File: src/rtl/i2cm_pkg.sv
// ----------------------------------------------------------------------------
// i2cm_pkg
// Types and codes shared by the I2C master register transfer block.
// ----------------------------------------------------------------------------
package i2cm_pkg;

  // Input word modes.
  localparam logic [1:0] MODE_TICK  = 2'd0;
  localparam logic [1:0] MODE_WRITE = 2'd1;
  localparam logic [1:0] MODE_READ  = 2'd2;
  localparam logic [1:0] MODE_BYTE  = 2'd3;

  // Completion status codes.
  localparam logic [1:0] STATUS_OK         = 2'd0;
  localparam logic [1:0] STATUS_START_FAIL = 2'd1;
  localparam logic [1:0] STATUS_NACK       = 2'd2;

  // Byte context inside the transmit phases.
  localparam logic [1:0] CTX_ADDRW = 2'd0;
  localparam logic [1:0] CTX_REG   = 2'd1;
  localparam logic [1:0] CTX_DATA  = 2'd2;
  localparam logic [1:0] CTX_ADDRR = 2'd3;

  // Bits in a byte.
  localparam logic [3:0] BYTE_BITS = 4'd8;

  // Sequencer steps. Each transmit byte has four steps: SCL low and SCL high
  // with a data bit on SDA, repeated for all eight bits, then SCL low and
  // SCL high with SDA released for the acknowledge.
  typedef enum logic [4:0] {
    S_IDLE   = 5'd0,
    S_SA     = 5'd1,
    S_SB     = 5'd2,
    S_SC     = 5'd3,
    S_RSA    = 5'd4,
    S_RSB    = 5'd5,
    S_RSC    = 5'd6,
    S_TX_AW0 = 5'd7,
    S_TX_AW1 = 5'd8,
    S_TX_AW2 = 5'd9,
    S_TX_AW3 = 5'd10,
    S_TX_RG0 = 5'd11,
    S_TX_RG1 = 5'd12,
    S_TX_RG2 = 5'd13,
    S_TX_RG3 = 5'd14,
    S_TX_DT0 = 5'd15,
    S_TX_DT1 = 5'd16,
    S_TX_DT2 = 5'd17,
    S_TX_DT3 = 5'd18,
    S_TX_AR0 = 5'd19,
    S_TX_AR1 = 5'd20,
    S_TX_AR2 = 5'd21,
    S_TX_AR3 = 5'd22,
    S_RXL    = 5'd23,
    S_RXH    = 5'd24,
    S_RAL    = 5'd25,
    S_RAH    = 5'd26,
    S_PA     = 5'd27,
    S_PB     = 5'd28,
    S_PC     = 5'd29,
    S_WAIT   = 5'd30
  } step_t;

  // One input word.
  typedef struct packed {
    logic [1:0] mode;
    logic [6:0] slave_address;
    logic [7:0] register_address;
    logic [7:0] byte_count;
    logic [7:0] write_byte;
    logic       sda_in;
  } item_t;

  // One result word.
  typedef struct packed {
    logic       scl_level;
    logic       sda_level;
    logic       want_write_byte;
    logic [7:0] read_byte;
    logic       read_valid;
    logic       last_read;
    logic       done_res;
    logic [1:0] status;
  } result_t;

endpackage

File: src/rtl/i2cm_in_if.sv
// ----------------------------------------------------------------------------
// i2cm_in_if
// Input channel: valid/ready handshake carrying one tick word.
// ----------------------------------------------------------------------------
interface i2cm_in_if;
  logic       valid;
  logic       ready;
  logic [1:0] mode;
  logic [6:0] slave_address;
  logic [7:0] register_address;
  logic [7:0] byte_count;
  logic [7:0] write_byte;
  logic       sda_in;

  modport source (
    output valid, mode, slave_address, register_address, byte_count, write_byte, sda_in,
    input  ready
  );
  modport sink (
    input  valid, mode, slave_address, register_address, byte_count, write_byte, sda_in,
    output ready
  );
endinterface

File: src/rtl/i2cm_out_if.sv
// ----------------------------------------------------------------------------
// i2cm_out_if
// Output channel: valid/ready handshake carrying one result word.
// ----------------------------------------------------------------------------
interface i2cm_out_if;
  logic       valid;
  logic       ready;
  logic       scl_level;
  logic       sda_level;
  logic       want_write_byte;
  logic [7:0] read_byte;
  logic       read_valid;
  logic       last_read;
  logic       done_res;
  logic [1:0] status;

  modport source (
    output valid, scl_level, sda_level, want_write_byte, read_byte, read_valid,
           last_read, done_res, status,
    input  ready
  );
  modport sink (
    input  valid, scl_level, sda_level, want_write_byte, read_byte, read_valid,
           last_read, done_res, status,
    output ready
  );
endinterface

File: src/rtl/i2c_master_register_transfer.sv
// ----------------------------------------------------------------------------
// i2c_master_register_transfer
// I2C master running register writes and reads, one bus tick per input word.
// ----------------------------------------------------------------------------
//
//   channel   direction  handshake          contents
//   in_ch     sink       valid / ready      mode, addresses, count, data, SDA
//   out_ch    source     valid / ready      pin levels, read data, status
//   cfg       write      cfg_write          phase_ticks (16 bits)
//
// Every accepted word is one tick and yields exactly one result word, held
// in the output buffer from the cycle after acceptance and shown on out_ch
// once older results are taken. One word is taken every clock cycle while
// in_ch.ready is high. A two-entry output buffer lets a word be accepted
// while the previous result is still waiting; in_ch.ready falls only when
// both entries are occupied. Reset is synchronous and active high and
// leaves the bus idle with phase_ticks at one.
//
module i2c_master_register_transfer
  import i2cm_pkg::*;
(
  input  logic        clk,
  input  logic        rst,
  i2cm_in_if.sink     in_ch,
  i2cm_out_if.source  out_ch,
  input  logic        cfg_write,
  input  logic [15:0] cfg_data
);

  // Configuration register: ticks per pin phase.
  logic [15:0] phase_ticks;

  always_ff @(posedge clk) begin
    if (rst) begin
      phase_ticks <= 16'd1;
    end else if (cfg_write) begin
      phase_ticks <= cfg_data;
    end
  end

  // Input word gathered into one struct for the core.
  item_t   item;
  result_t result;
  logic    accept;
  logic    pop;

  assign item.mode             = in_ch.mode;
  assign item.slave_address    = in_ch.slave_address;
  assign item.register_address = in_ch.register_address;
  assign item.byte_count       = in_ch.byte_count;
  assign item.write_byte       = in_ch.write_byte;
  assign item.sda_in           = in_ch.sda_in;

  // Output buffer: a head entry facing the channel and one spare entry.
  result_t    head;
  result_t    spare;
  logic [1:0] fill;

  assign in_ch.ready = (fill != 2'd2);
  assign accept      = in_ch.valid && in_ch.ready;
  assign pop         = out_ch.valid && out_ch.ready;

  // The sequencer state moves only when a word is accepted, so a stalled
  // output freezes the bus timing along with it.
  i2cm_core u_core (
    .clk         (clk),
    .rst         (rst),
    .advance     (accept),
    .item        (item),
    .phase_ticks (phase_ticks),
    .result      (result)
  );

  always_ff @(posedge clk) begin
    if (rst) begin
      fill <= 2'd0;
    end else begin
      fill <= fill + {1'b0, accept} - {1'b0, pop};
    end
  end

  always_ff @(posedge clk) begin
    if ((fill == 2'd0 && accept) || (fill == 2'd1 && accept && pop)) begin
      head <= result;
    end else if (fill == 2'd2 && pop) begin
      head <= spare;
    end
    if (fill == 2'd1 && accept && !pop) begin
      spare <= result;
    end
  end

  assign out_ch.valid           = (fill != 2'd0);
  assign out_ch.scl_level       = head.scl_level;
  assign out_ch.sda_level       = head.sda_level;
  assign out_ch.want_write_byte = head.want_write_byte;
  assign out_ch.read_byte       = head.read_byte;
  assign out_ch.read_valid      = head.read_valid;
  assign out_ch.last_read       = head.last_read;
  assign out_ch.done_res        = head.done_res;
  assign out_ch.status          = head.status;

endmodule

File: src/rtl/i2cm_core.sv
// ----------------------------------------------------------------------------
// i2cm_core
// Transfer sequencer: advances the bus state by one tick per accepted word.
// ----------------------------------------------------------------------------
module i2cm_core
  import i2cm_pkg::*;
(
  input  logic        clk,
  input  logic        rst,
  input  logic        advance,
  input  item_t       item,
  input  logic [15:0] phase_ticks,
  output result_t     result
);

  step_t       step;
  logic [3:0]  bit_counter;
  logic [7:0]  shift_register;
  logic [7:0]  bytes_left;
  logic [6:0]  held_device_address;
  logic [7:0]  held_register_address;
  logic        is_read_transfer;
  logic [15:0] phase_timer;

  step_t       step_next;
  logic [3:0]  bit_counter_next;
  logic [7:0]  shift_register_next;
  logic [7:0]  bytes_left_next;
  logic [6:0]  held_device_address_next;
  logic [7:0]  held_register_address_next;
  logic        is_read_transfer_next;
  logic [15:0] phase_timer_next;

  always_ff @(posedge clk) begin
    if (rst) begin
      step                  <= S_IDLE;
      bit_counter           <= '0;
      shift_register        <= '0;
      bytes_left            <= '0;
      held_device_address   <= '0;
      held_register_address <= '0;
      is_read_transfer      <= 1'b0;
      phase_timer           <= '0;
    end else if (advance) begin
      step                  <= step_next;
      bit_counter           <= bit_counter_next;
      shift_register        <= shift_register_next;
      bytes_left            <= bytes_left_next;
      held_device_address   <= held_device_address_next;
      held_register_address <= held_register_address_next;
      is_read_transfer      <= is_read_transfer_next;
      phase_timer           <= phase_timer_next;
    end
  end

  always_comb begin
    step_t       s;
    logic [3:0]  bc;
    logic [7:0]  sr;
    logic [7:0]  bl;
    logic [6:0]  hda;
    logic [7:0]  hra;
    logic        rd;
    logic [15:0] pt;
    logic [15:0] limit;
    logic [4:0]  sv;
    logic [4:0]  off;
    logic [1:0]  ctx;
    logic [1:0]  ph;
    logic        is_tx;

    s   = step;
    bc  = bit_counter;
    sr  = shift_register;
    bl  = bytes_left;
    hda = held_device_address;
    hra = held_register_address;
    rd  = is_read_transfer;
    pt  = phase_timer;
    result = '0;

    // A begin or a supplied byte takes effect in this very tick.
    if (s == S_IDLE && (item.mode == MODE_WRITE || item.mode == MODE_READ)) begin
      hda = item.slave_address;
      hra = item.register_address;
      bl  = item.byte_count;
      rd  = (item.mode == MODE_READ);
      if (rd && bl == 8'd0) begin
        bl = 8'd1;
      end
      s  = S_SA;
      pt = '0;
    end else if (s == S_WAIT && item.mode == MODE_BYTE) begin
      bl = (bl != 8'd0) ? bl - 8'd1 : 8'd0;
      sr = item.write_byte;
      bc = BYTE_BITS;
      s  = S_TX_DT0;
      pt = '0;
    end

    sv    = s;
    off   = sv - S_TX_AW0;
    ctx   = off[3:2];
    ph    = off[1:0];
    is_tx = (s >= S_TX_AW0) && (s < S_RXL);

    // Pin levels of the phase in effect.
    result.scl_level = 1'b1;
    result.sda_level = 1'b1;
    if (is_tx) begin
      result.scl_level = ph[0];
      if (!ph[1]) begin
        result.sda_level = sr[7];
      end
    end else begin
      case (s)
        S_SA, S_RSA, S_WAIT: result.scl_level = 1'b0;
        S_SC, S_RSC:         result.sda_level = 1'b0;
        S_RXL:               result.scl_level = 1'b0;
        S_RAL: begin
          result.scl_level = 1'b0;
          result.sda_level = (bl <= 8'd1);
        end
        S_RAH:               result.sda_level = (bl <= 8'd1);
        S_PA: begin
          result.scl_level = 1'b0;
          result.sda_level = 1'b0;
        end
        S_PB:                result.sda_level = 1'b0;
        default: ;
      endcase
    end

    limit = (phase_ticks != 16'd0) ? phase_ticks : 16'd1;

    if (s == S_WAIT) begin
      result.want_write_byte = 1'b1;
    end else if (s != S_IDLE) begin
      pt = pt + 16'd1;
      if (pt >= limit) begin
        pt = '0;
        if (is_tx) begin
          unique case (ph)
            2'd0, 2'd2: s = step_t'(sv + 5'd1);
            2'd1: begin
              sr = {sr[6:0], 1'b0};
              bc = bc - 4'd1;
              s  = (bc == 4'd0) ? step_t'(sv + 5'd1) : step_t'(sv - 5'd1);
            end
            default: begin
              if (item.sda_in && ctx != CTX_ADDRR) begin
                bc = {2'b00, STATUS_NACK};
                s  = S_PA;
              end else if (ctx == CTX_ADDRW) begin
                sr = hra;
                bc = BYTE_BITS;
                s  = S_TX_RG0;
              end else if (ctx == CTX_REG && rd) begin
                s = S_RSA;
              end else if (ctx == CTX_ADDRR) begin
                bc = BYTE_BITS;
                s  = S_RXL;
              end else if (bl != 8'd0) begin
                s = S_WAIT;
              end else begin
                bc = {2'b00, STATUS_OK};
                s  = S_PA;
              end
            end
          endcase
        end else begin
          case (s)
            S_SA: s = S_SB;
            S_SB: begin
              if (!item.sda_in) begin
                result.done_res = 1'b1;
                result.status   = STATUS_START_FAIL;
                s = S_IDLE;
              end else begin
                s = S_SC;
              end
            end
            S_SC: begin
              if (item.sda_in) begin
                result.done_res = 1'b1;
                result.status   = STATUS_START_FAIL;
                s = S_IDLE;
              end else begin
                sr = {hda, 1'b0};
                bc = BYTE_BITS;
                s  = S_TX_AW0;
              end
            end
            S_RSA: s = S_RSB;
            S_RSB: s = S_RSC;
            S_RSC: begin
              sr = {hda, 1'b1};
              bc = BYTE_BITS;
              s  = S_TX_AR0;
            end
            S_RXL: s = S_RXH;
            S_RAL: s = S_RAH;
            S_RXH: begin
              sr = {sr[6:0], item.sda_in};
              bc = bc - 4'd1;
              if (bc == 4'd0) begin
                result.read_byte  = sr;
                result.read_valid = 1'b1;
                result.last_read  = (bl <= 8'd1);
                s = S_RAL;
              end else begin
                s = S_RXL;
              end
            end
            S_RAH: begin
              bl = (bl != 8'd0) ? bl - 8'd1 : 8'd0;
              if (bl == 8'd0) begin
                bc = {2'b00, STATUS_OK};
                s  = S_PA;
              end else begin
                bc = BYTE_BITS;
                s  = S_RXL;
              end
            end
            S_PA: s = S_PB;
            S_PB: s = S_PC;
            default: begin
              // End of the stop condition: report the code held in the counter.
              result.done_res = 1'b1;
              result.status   = bc[1:0];
              s = S_IDLE;
            end
          endcase
        end
      end
    end

    step_next                  = s;
    bit_counter_next           = bc;
    shift_register_next        = sr;
    bytes_left_next            = bl;
    held_device_address_next   = hda;
    held_register_address_next = hra;
    is_read_transfer_next      = rd;
    phase_timer_next           = pt;
  end

endmodule

File: src/flat_wrapper.sv
// flat-port wrapper written by rule: the top's interface ports become plain ports
module i2c_master_register_transfer_flat import i2cm_pkg::*;
  (clk, rst, cfg_write, cfg_data, in_ch_valid, in_ch_mode, in_ch_slave_address, in_ch_register_address, in_ch_byte_count, in_ch_write_byte, in_ch_sda_in, in_ch_ready, out_ch_valid, out_ch_scl_level, out_ch_sda_level, out_ch_want_write_byte, out_ch_read_byte, out_ch_read_valid, out_ch_last_read, out_ch_done_res, out_ch_status, out_ch_ready);
  i2cm_in_if in_ch_i ();
  i2cm_out_if out_ch_i ();
  input  logic clk;
  input  logic rst;
  input  logic cfg_write;
  input  logic [15:0] cfg_data;
  input wire logic [$bits(in_ch_i.valid)-1:0] in_ch_valid;
  input wire logic [$bits(in_ch_i.mode)-1:0] in_ch_mode;
  input wire logic [$bits(in_ch_i.slave_address)-1:0] in_ch_slave_address;
  input wire logic [$bits(in_ch_i.register_address)-1:0] in_ch_register_address;
  input wire logic [$bits(in_ch_i.byte_count)-1:0] in_ch_byte_count;
  input wire logic [$bits(in_ch_i.write_byte)-1:0] in_ch_write_byte;
  input wire logic [$bits(in_ch_i.sda_in)-1:0] in_ch_sda_in;
  output wire logic [$bits(in_ch_i.ready)-1:0] in_ch_ready;
  output wire logic [$bits(out_ch_i.valid)-1:0] out_ch_valid;
  output wire logic [$bits(out_ch_i.scl_level)-1:0] out_ch_scl_level;
  output wire logic [$bits(out_ch_i.sda_level)-1:0] out_ch_sda_level;
  output wire logic [$bits(out_ch_i.want_write_byte)-1:0] out_ch_want_write_byte;
  output wire logic [$bits(out_ch_i.read_byte)-1:0] out_ch_read_byte;
  output wire logic [$bits(out_ch_i.read_valid)-1:0] out_ch_read_valid;
  output wire logic [$bits(out_ch_i.last_read)-1:0] out_ch_last_read;
  output wire logic [$bits(out_ch_i.done_res)-1:0] out_ch_done_res;
  output wire logic [$bits(out_ch_i.status)-1:0] out_ch_status;
  input wire logic [$bits(out_ch_i.ready)-1:0] out_ch_ready;
  assign in_ch_i.valid = in_ch_valid;
  assign in_ch_i.mode = in_ch_mode;
  assign in_ch_i.slave_address = in_ch_slave_address;
  assign in_ch_i.register_address = in_ch_register_address;
  assign in_ch_i.byte_count = in_ch_byte_count;
  assign in_ch_i.write_byte = in_ch_write_byte;
  assign in_ch_i.sda_in = in_ch_sda_in;
  assign in_ch_ready = in_ch_i.ready;
  assign out_ch_valid = out_ch_i.valid;
  assign out_ch_scl_level = out_ch_i.scl_level;
  assign out_ch_sda_level = out_ch_i.sda_level;
  assign out_ch_want_write_byte = out_ch_i.want_write_byte;
  assign out_ch_read_byte = out_ch_i.read_byte;
  assign out_ch_read_valid = out_ch_i.read_valid;
  assign out_ch_last_read = out_ch_i.last_read;
  assign out_ch_done_res = out_ch_i.done_res;
  assign out_ch_status = out_ch_i.status;
  assign out_ch_i.ready = out_ch_ready;
  i2c_master_register_transfer u_core (.clk(clk), .rst(rst), .in_ch(in_ch_i), .out_ch(out_ch_i), .cfg_write(cfg_write), .cfg_data(cfg_data));
endmodule
File: config.mk
export PLATFORM = sky130hd
export DESIGN_NAME = i2c_master_register_transfer_flat
export DESIGN_NICKNAME = d
export VERILOG_FILES = /design/src/rtl/i2cm_pkg.sv /design/src/rtl/i2cm_in_if.sv /design/src/rtl/i2cm_out_if.sv /design/src/rtl/i2c_master_register_transfer.sv /design/src/rtl/i2cm_core.sv /design/src/flat_wrapper.sv
export SDC_FILE = /design/constraint.sdc
export NUM_CORES = 1
export LEC_CHECK = 0
export ABC_CLOCK_PERIOD_IN_PS = 5600
export BUFFER_PORTS_ARGS = -buffer_cell sky130_fd_sc_hd__buf_4
export CORE_MARGIN = 2
export CORE_UTILIZATION = 40
export CTS_CLUSTER_SIZE = 40
export DETAILED_ROUTE_END_ITERATION = 16
export GPL_ROUTABILITY_DRIVEN = 1
export PLACE_DENSITY_LB_ADDON = 0.3
export SLEW_MARGIN = 20
export SYNTH_ARGS = -nofsm -noshare
export SYNTH_HDL_FRONTEND = slang
export SYNTH_SLANG_ARGS = --single-unit
File: constraint.sdc
create_clock -name clk -period 5.6 [get_ports clk]
set_input_delay 0.28 -clock clk [delete_from_list [all_inputs] [get_ports clk]]
set_output_delay 0.28 -clock clk [all_outputs]
set_load 0.02 [all_outputs]
==> results.yml, run 1 <==
floorplanning:
  pin_count: 73
  dieWidth_um: 142
  start_util: 0.407
  coreArea_mm2: 0.0187
  die_area_mm2: 0.0202
  rows: 50
  die_y_um: 142
worst_setup_path:
  crit_type: "register to register"
  r2r_slack_ns: 0.71
  arrival_ns: 5.00
  worstPathCellList: "nor3_2, nand2_1, and3_1, ha_1, nand3_1, nor4b_2, nand3_1, xor2_1, nor2_1, ha_1, a21o_1, a21o_1, a21oi_1, o21ai_1, o21ai_1, a211oi_1, o21a_1, mux2_2"
  start_kind: "register"
  reg2regPathDepth: 18
  slowest_delay_ns: 0.60
  reg2reg_from: "u_core.u_core.step[2]"
  required_ns: 5.71
  cp_slowest_cell: "o21ai_1"
  crit_fanout: 11
  reg2reg_to: "u_core.out_ch.status[0]"
  worst_setup_path_end_kind: "register"
synth:
  syn_area_mm2: 0.00762
  synth.distinct_cells: 89
  synth_top_family_by_area: "compound AO/OA/AOI/OAI gates"
  postSynthAreaPerCell_um2: 8.15
  synth_top_cell_by_area: "dfxtp_1"
  synth_top_area_share: 0.197
  ys_seq_elements: 107
  syn-instance-count: 935
  synth-adder-area-share: 0.0542
  synth_area_leaders: "dfxtp_1, edfxtp_1, mux2i_1"
  synth_nets: 1023
  synthMuxAreaShare: 0.0657
  async_flop_share: 0
  synth_compound_area_frac: 0.249
  synth_top_flop_cell: "dfxtp_1"
  ys_warn_count: 0
  synth_edf_count: 32
  ys_seq_area_frac: 0.323
  synth-simple-area-share: 0.227
  yosys.area_share.xor_xnor: 0.0287
drt:
  wl_met3_um: 1580
  highest_layer: "met4"
  drc_errors: 0
  wirelength_um: 22700
  ant_nets: 0
  wl_met1_um: 10100
  num_vias: 7323
  drt_iter0_drc: 612
  drtPass1Iterations: 5
  via_per_inst: 5.97
  met2_wirelength_um: 10600
  wl_per_cell_um: 18.5
sta:
  finalMaxSlewViolations: 0
  min_period_over_period: 0.873
  fin_tns_setup_ns: 0
  rsz0062_at_grt: "no"
  setup_ws_ns: 0.711
  setup_viol: 0
  max_slew_margin: 0.295
  post-route-min-period_ns: 4.89
  finalHoldViolations: 0
  clock_skew_ns: 0.00886
  fmax_mhz: 205
  tightest_slew_ns: 1.06
clock_network:
  cts_resized: 0
  clock_path_buffers: 2
  cts_made_buffers: 9
  hold_buffers: 0
  clock_sinks: 107
  cts_setup_buffers: 0
  root_buffer: "clkbuf_16"
  cts_tree: "yes"
  htree_num_levels: 3
  path_clk_slew_ns: 0.08
  clk_latency_ns: 0.36
min_path:
  holdPathEnd: "u_core.phase_ticks[0]"
  min_path_cells: 2
  hp-start: "cfg_data[0]"
  hold_class: "input pin to register"
placement:
  hpwlAfterDp_um: 16600
  dpl.cell_count: 1211
  dp_slack_ns: 0.388
  gp_congestion: 1.02
  port_buffers: 72
layout:
  fin_cells: 1227
  layout.nets: 1076
  syn_to_final_growth_pct: 14.5
  drive_gt1_frac: 0.149
  diodes: 0
  final_cell_mix: "nor2_1, buf_4, nand2_1"
  final_common_cell: "nor2_1"
status:
  status: "finished, final reports clean"
grt:
  first_global_vias: 6822
  grt_antenna_before_repair: 0
  grt_use_total: 0.226
  gr-total-overflow: 0
  grt_max_degree: 78
  grt_pass1_wl_um: 36600
power_and_ir_drop:
  p_leak_nw: 3.32
  vdd_drop_max_mv: 0.159
  power_density_mw_per_mm2: 291
job:
  maxCapViolations: 0
-- worst max path at each step --
stage / start / depth (start not counted) / end
after floorplan: in_ch_mode[0] / 21 / u_core.u_core.phase_timer[10]
after global placement: in_ch_mode[0] / 19 / u_core.u_core.bytes_left[4]
after detailed placement: in_ch_mode[0] / 20 / u_core.out_ch.status[0]
after CTS: u_core.u_core.step[2] / 18 / u_core.out_ch.status[0]
after global routing: u_core.u_core.step[2] / 17 / u_core.u_core.bytes_left[2]
final: u_core.u_core.step[2] / 18 / u_core.out_ch.status[0]
-- report_power, final --
part / switching, mW / internal [mW] / total, mW
Combinational: 0.600 / 0.367 / 0.967
Clock: 0.312 / 0.309 / 0.620
Sequential: 0.0554 / 0.900 / 0.956
-- cells in the mapped netlist, types with 6 or more instances --
cell,count
nor3_1,22
o21ai_1,6
a22oi_1,18
a31oi_1,12
nor4_1,10
a21o_1,7
a211oi_1,16
buf_2,8
o21ai_0,47
nand3_1,32
a21oi_1,52
nor2b_1,7
dfxtp_1,75
ha_1,33
nand2b_1,11
nand4_1,10
o221ai_1,18
xor2_1,12
nand2_1,97
clkbuf_1,44
o31ai_1,18
o211ai_1,8
edfxtp_1,32
o22ai_1,9
and2_1,8
inv_1,35
and3_1,7
xnor2_1,13
mux2i_1,44
nor2_1,108
-- sequential cells by signal, indices dropped and copies added, names as in the netlist, 4 cells and up --
register                             count
u_core.u_core.held_device_address        7
u_core.spare                            16
u_core.u_core.bit_counter                4
u_core.phase_ticks                      16
u_core.u_core.step                       5
u_core.u_core.phase_timer               16
u_core.u_core.held_register_address      8
u_core.out_ch.read_byte                  8
u_core.u_core.bytes_left                 8
u_core.u_core.shift_register             8
-- per-stage QoR --
stage	hold WS, ns	utilization	power (mW)	instance area [µm²]
2_1_floorplan	0.402	-	1.63	7620
3_5_place_dp	0.446	0.451	1.93	8430
3_3_place_gp	0.441	0.451	1.92	8430
4_1_cts	0.116	0.466	2.56	8720
5_1_grt	0.135	0.467	2.69	8730
6_report	0.127	0.467	2.54	8730
-- cells by family after synthesis --
group,after synthesis
multiplexers,49
adder cells (fa/ha/maj),33
AND/OR/NAND/NOR,352
AO/OA/AOI/OAI,272
buffers and inverters,97
flip-flops,107
XOR/XNOR,25
-- metal layers --
layer	global-route usage	up-vias
li1	-	3580
met3	0.0407	37
met1	0.305	3419
met5	0	-
met2	0.366	287
met4	0.0768	0
-- layout make-up --
| class | instances | area, µm² |
|---|---|---|
| Clock inverter | 7 | 61.3 |
| Inverter | 37 | 139 |
| Clock buffer | 9 | 225 |
| Tap cell | 234 | 293 |
| Fill cell | 1849 | 9980 |
| Sequential cell | 107 | 2460 |
| Multi-Input combinational cell | 731 | 4780 |
| Timing Repair Buffer | 102 | 766 |
-- critical path, delay by kind of cell (launching register included) --
| family | cells | cell delay, ns |
|---|---|---|
| AO/OA/AOI/OAI | 7 | 1.71 |
| XOR/XNOR | 1 | 0.17 |
| adder cells (fa/ha/maj) | 2 | 0.43 |
| flip-flops | 1 | 0.57 |
| multiplexers | 1 | 0.27 |
| AND/OR/NAND/NOR | 7 | 1.49 |
No activity file was read; power rests on OpenSTA's default activity.
==> inputs of run 2 (changes only) <==
Settings changed: SYNTH_HIERARCHICAL set to 1.
==> results.yml, run 2 <==
status:
  status: "finished, final reports clean"
synth:
  synth_top_flop_cell: "dfxtp_1"
  synth_area_leaders: "dfxtp_1, edfxtp_1, nor2_1"
  synth.most_common_cell: "nor2_1"
  syn_area_mm2: 0.00762
  ys_warn_count: 6
  postSynthAreaPerCell_um2: 8.24
  synth_top_family_by_area: "compound AO/OA/AOI/OAI gates"
  ys_seq_elements: 107
  synth-adder-area-share: 0.0526
  synthMuxAreaShare: 0.0869
  synth_top_area_share: 0.197
  ys_seq_area_frac: 0.323
  synth_nets: 1011
  yosys.area_share.xor_xnor: 0.0184
  synth_edf_count: 32
  synth_top_cell_by_area: "dfxtp_1"
  synth.distinct_cells: 92
  synth_compound_area_frac: 0.241
  syn-instance-count: 924
  synth_common_cells: "nor2_1, nand2_1, dfxtp_1, a21oi_1, mux2i_1"
  synth-simple-area-share: 0.224
  async_flop_share: 0
worst_setup_path:
  crit_type: "register to register"
  r2r_slack_ns: 0.50
  required_ns: 5.84
  slowest_delay_ns: 0.61
  crit_buf_inv: 1
  path_delay_family: "simple AND/OR/NAND/NOR gates"
  crit_top_cell: "nand4_1"
  cp_slowest_cell: "dfxtp_1"
  reg2reg_from: "u_core/u_core/step[3]"
  start_kind: "register"
  crit_fanout: 13
  reg2regPathDepth: 19
  worst_setup_path_end_kind: "register"
  arrival_ns: 5.34
  reg2reg_to: "u_core/out_ch.last_read"
  worstPathCellList: "nor2_2, and2_1, nor2_2, nand2_1, inv_1, ha_1, nand4_1, nor2_1, nand4_1, or3_1, a21oi_1, ha_1, nand4_1, nor3_1, a21oi_1, nor3_2, nand2_1, nor3_1, mux2_2"
sta:
  fmax_mhz: 196
  finalHoldViolations: 0
  clock_skew_ns: 0.00770
  min_period_over_period: 0.911
  max_slew_margin: 0.269
  rsz0062_at_grt: "no"
  finalMaxSlewViolations: 0
  setup_viol: 0
  holdWs_ns: 0.121
  tightest_slew_ns: 1.09
  fin_tns_setup_ns: 0
  post-route-min-period_ns: 5.10
layout:
  design_area_mm2: 0.00864
  diodes: 0
  nFillCells: 1835
  reg_top3: "u_core/phase_ticks: 16 flops, u_core/spare: 16 flops, u_core/u_core/phase_timer: 16 flops"
  layout.nets: 1054
  drive_gt1_frac: 0.172
  syn_to_final_growth_pct: 13.4
  final_common_cell: "nor2_1"
  final_cell_mix: "nor2_1, nand2_1, buf_4"
  fin_cells: 1206
clock_network:
  cts_tree: "yes"
  cts_resized: 0
  clock_sinks: 107
  path_clk_slew_ns: 0.08
  hold_buffers: 0
  clock_path_buffers: 2
  root_buffer: "clkbuf_16"
  cts_setup_buffers: 0
  htree_num_levels: 3
  clk_latency_ns: 0.36
  cts_made_buffers: 9
drt:
  drc_errors: 0
  wl_per_cell_um: 17.8
  drt_iter0_drc: 744
  via_per_inst: 5.93
  wirelength_um: 21500
  num_vias: 7149
  drtPass1Iterations: 5
  ant_nets: 0
placement:
  dpl.cell_count: 1190
  hpwlAfterDp_um: 15300
  gp_congestion: 0.986
  port_buffers: 72
  postPlaceCellArea_mm2: 0.00834
grt:
  grt_antenna_before_repair: 0
  grt_busiest_layer: "met2"
  grt_use_met1: 0.284
  first_global_vias: 6696
  grt_pass1_wl_um: 34400
  grt_use_met3: 0.0414
  gr-total-overflow: 0
  grt_use_met2: 0.342
  grt_use_total: 0.212
  grt_max_degree: 71
floorplanning:
  dieWidth_um: 142
  die_y_um: 142
  rows: 50
  start_util: 0.407
  die_area_mm2: 0.0202
  coreArea_mm2: 0.0187
  pin_count: 73
min_path:
  hp-start: "cfg_data[0]"
  holdPathEnd: "u_core/phase_ticks[0]"
  hold_class: "input pin to register"
  min_path_cells: 2
power_and_ir_drop:
  vdd_drop_max_mv: 0.164
  p_leak_nw: 3.38
  power_mw: 2.16
  power_density_mw_per_mm2: 250
job:
  maxCapViolations: 0
## run 2: layout make-up
cell class	instances	area, µm²	share of cell area
repair buffers	93	698	0.0808
well taps	234	293	0.0339
flip-flops and latches	107	2460	0.285
inverters	35	131	0.0152
clock buffers	9	225	0.0261
clock inverters	7	73.8	0.00854
multi-input cells	721	4760	0.550
## run 2: through the flow
stage               worst slack (ns)  utilization
CTS                            0.531        0.462
finish                         0.500        0.462
global placement               0.646        0.446
global route                   0.154        0.462
floorplan                       1.01            -
detailed placement             0.484        0.446
## run 2: where the power goes
part	internal [mW]	switching, mW
combinational	0.229	0.404
clock	0.349	0.308
sequential	0.838	0.0317
## run 2: cell families (layout without fill, tap and decap cells)
logic type      Yosys count  count (layout)
flops                   107             107
compound gates          263             263
mux                      60              60
xor+xnor                 16              16
simple gates            350             350
buf+inv                  96             144
fa+ha+maj                32              32
## run 2: how the worst max path moves through the flow
stage	cells past startpoint	to	slack (ns)	from
2_1_floorplan	23	u_core/u_core/step[4]	1.01	in_ch_mode[0]
3_3_place_gp	22	u_core/u_core/step[4]	0.65	in_ch_mode[0]
3_5_place_dp	22	u_core/out_ch.last_read	0.48	in_ch_mode[0]
4_1_cts	19	u_core/out_ch.last_read	0.53	u_core/u_core/step[3]
5_1_grt	19	u_core/out_ch.last_read	0.15	u_core/u_core/step[3]
6_report	19	u_core/out_ch.last_read	0.50	u_core/u_core/step[3]
## run 2: metal layers
layer	routed length (µm)	up-vias
li1	-	3508
met1	9760	3336
met2	9970	266
met3	1290	39
met4	480	0
met5	0	-
==> inputs of run 3 (changes only) <==
Settings changed: BUFFER_PORTS_ARGS -buffer_cell sky130_fd_sc_hd__buf_4 to -buffer_cell sky130_fd_sc_hd__buf_2, PLACE_DENSITY set to 0.61, PLACE_DENSITY_LB_ADDON 0.3 to unset.
==> results.yml, run 3 (same netlist as run 2, synthesis figures left out) <==
worst_setup_path:
  worst_setup_path_end_kind: "register"
  setup.worst_path.start: "u_core/u_core/step[3]"
  reg2regPathDepth: 19
  reg2reg_to: "u_core/out_ch.last_read"
  arrival_ns: 5.20
  crit_top_cell: "nand4_1"
  start_kind: "register"
  slowest_delay_ns: 0.58
  crit_fanout: 11
  required_ns: 5.83
  cp_slowest_cell: "dfxtp_1"
  r2r_slack_ns: 0.63
  crit_type: "register to register"
  reg2reg_from: "u_core/u_core/step[3]"
  worstPathCellList: "nor2_2, and2_1, nor2_2, nand2_1, inv_1, ha_1, nand4_1, nor2_1, nand4_1, or3_1, a21oi_1, ha_1, nand4_1, nor3_1, a21oi_1, nor3_2, nand2_1, nor3_1, mux2_2"
layout:
  post-route-util: 0.451
  syn_to_final_growth_pct: 10.8
  drive_gt1_frac: 0.173
  layout.nets: 1055
  reg_top3: "u_core/phase_ticks: 16 flops, u_core/spare: 16 flops, u_core/u_core/phase_timer: 16 flops"
  final_cell_mix: "nor2_1, nand2_1, dfxtp_1"
  diodes: 0
  final_common_cell: "nor2_1"
clock_network:
  cts_resized: 0
  cts_setup_buffers: 0
  hold_buffers: 0
  path_clk_slew_ns: 0.08
  cts_made_buffers: 9
  clock_sinks: 107
  cts_tree: "yes"
  root_buffer: "clkbuf_16"
  clk_latency_ns: 0.36
  clock_path_buffers: 2
  htree_num_levels: 3
floorplanning:
  coreArea_mm2: 0.0187
  pin_count: 73
  die_area_mm2: 0.0202
  die_y_um: 142
  rows: 50
  dieWidth_um: 142
  start_util: 0.407
sta:
  fin_tns_setup_ns: 0
  finalHoldViolations: 0
  post-route-min-period_ns: 4.97
  max_slew_margin: 0.340
  clock_skew_ns: 0.0124
  fmax_mhz: 201
  finalMaxSlewViolations: 0
  setup_viol: 0
  tightest_slew_ns: 0.983
  rsz0062_at_grt: "no"
  min_period_over_period: 0.887
grt:
  gr-total-overflow: 0
  first_global_vias: 6723
  grt_antenna_before_repair: 0
  grt_max_degree: 39
  grt_pass1_wl_um: 35000
  grt_use_total: 0.217
power_and_ir_drop:
  power_density_mw_per_mm2: 249
  vdd_drop_max_mv: 0.162
  power_mw: 2.10
  p_leak_nw: 3.32
drt:
  drt_iter0_drc: 893
  wirelength_um: 21900
  wl_met3_um: 1520
  highest_layer: "met4"
  drc_errors: 0
  ant_nets: 0
  num_vias: 7234
  via_per_inst: 5.99
  wl_met1_um: 9660
  drtPass1Iterations: 5
  met2_wirelength_um: 10000
  wl_per_cell_um: 18.1
placement:
  port_buffers: 72
  gp_congestion: 0.964
  hpwlAfterDp_um: 15600
job:
  maxCapViolations: 0
min_path:
  holdPathEnd: "u_core/phase_ticks[0]"
  hold_class: "input pin to register"
  hp-start: "cfg_data[0]"
  min_path_cells: 2
status:
  status: "finished, final reports clean"
-- run 3: cell types whose count changed in the layout (fill, tap and decap cells not counted), sizes merged --
cell / delta
clkinvlp: -3
clkinv: +2
buf: +1
bufinv: -1
clkbuf: +1
inv: +1
-- run 3: routing by layer --
metal / up-vias / global-route usage
li1: 3516 / -
met1: 3354 / 0.286
met2: 305 / 0.349
met3: 59 / 0.0458
met4: 0 / 0.0805
met5: - / 0
-- run 3: worst max-delay path by stage --
stage	endpoint	depth (start not counted)	slack [ns]
finish	u_core/out_ch.last_read	19	0.63
global route	u_core/out_ch.last_read	19	0.26
CTS	u_core/out_ch.last_read	19	0.66
detailed placement	u_core/out_ch.last_read	22	0.69
global placement	u_core/out_ch.last_read	22	0.85
floorplan	u_core/u_core/step[4]	23	1.01
-- run 3: critical path, delay by kind of cell, from the launching register on --
family                     cells  cell delay (ns)
muxes                          1             0.20
AOI/OAI and AO/OA              2             0.38
buffers and inverters          1             0.08
DFF                            1             0.58
and+or+nand+nor               13             3.18
adders and majority gates      2             0.39
-- run 3: metrics by stage --
stage	hold slack (ns)	instance area [µm²]	instances	setup WS, ns
global route	0.121	8440	1207	0.264
detailed placement	0.446	8160	1191	0.686
finish	0.120	8440	1207	0.633
floorplan	0.402	7620	924	1.01
global placement	0.440	8160	1191	0.852
CTS	0.103	8440	1207	0.660
-- run 3: area by class of cell --
type                            count  area (µm²)
Timing Repair Buffer               94         526
Sequential cell                   107        2460
Clock inverter                      6        48.8
Clock buffer                       10         229
Tap cell                          234         293
Fill cell                        1852       10300
Multi-Input combinational cell    721        4750
Inverter                           35         131
-- run 3: where the power goes --
| part | switching [mW] | internal (mW) |
|---|---|---|
| combinational | 0.404 | 0.215 |
| sequential | 0.0324 | 0.838 |
| clock | 0.308 | 0.308 |
| total | 0.744 | 1.36 |
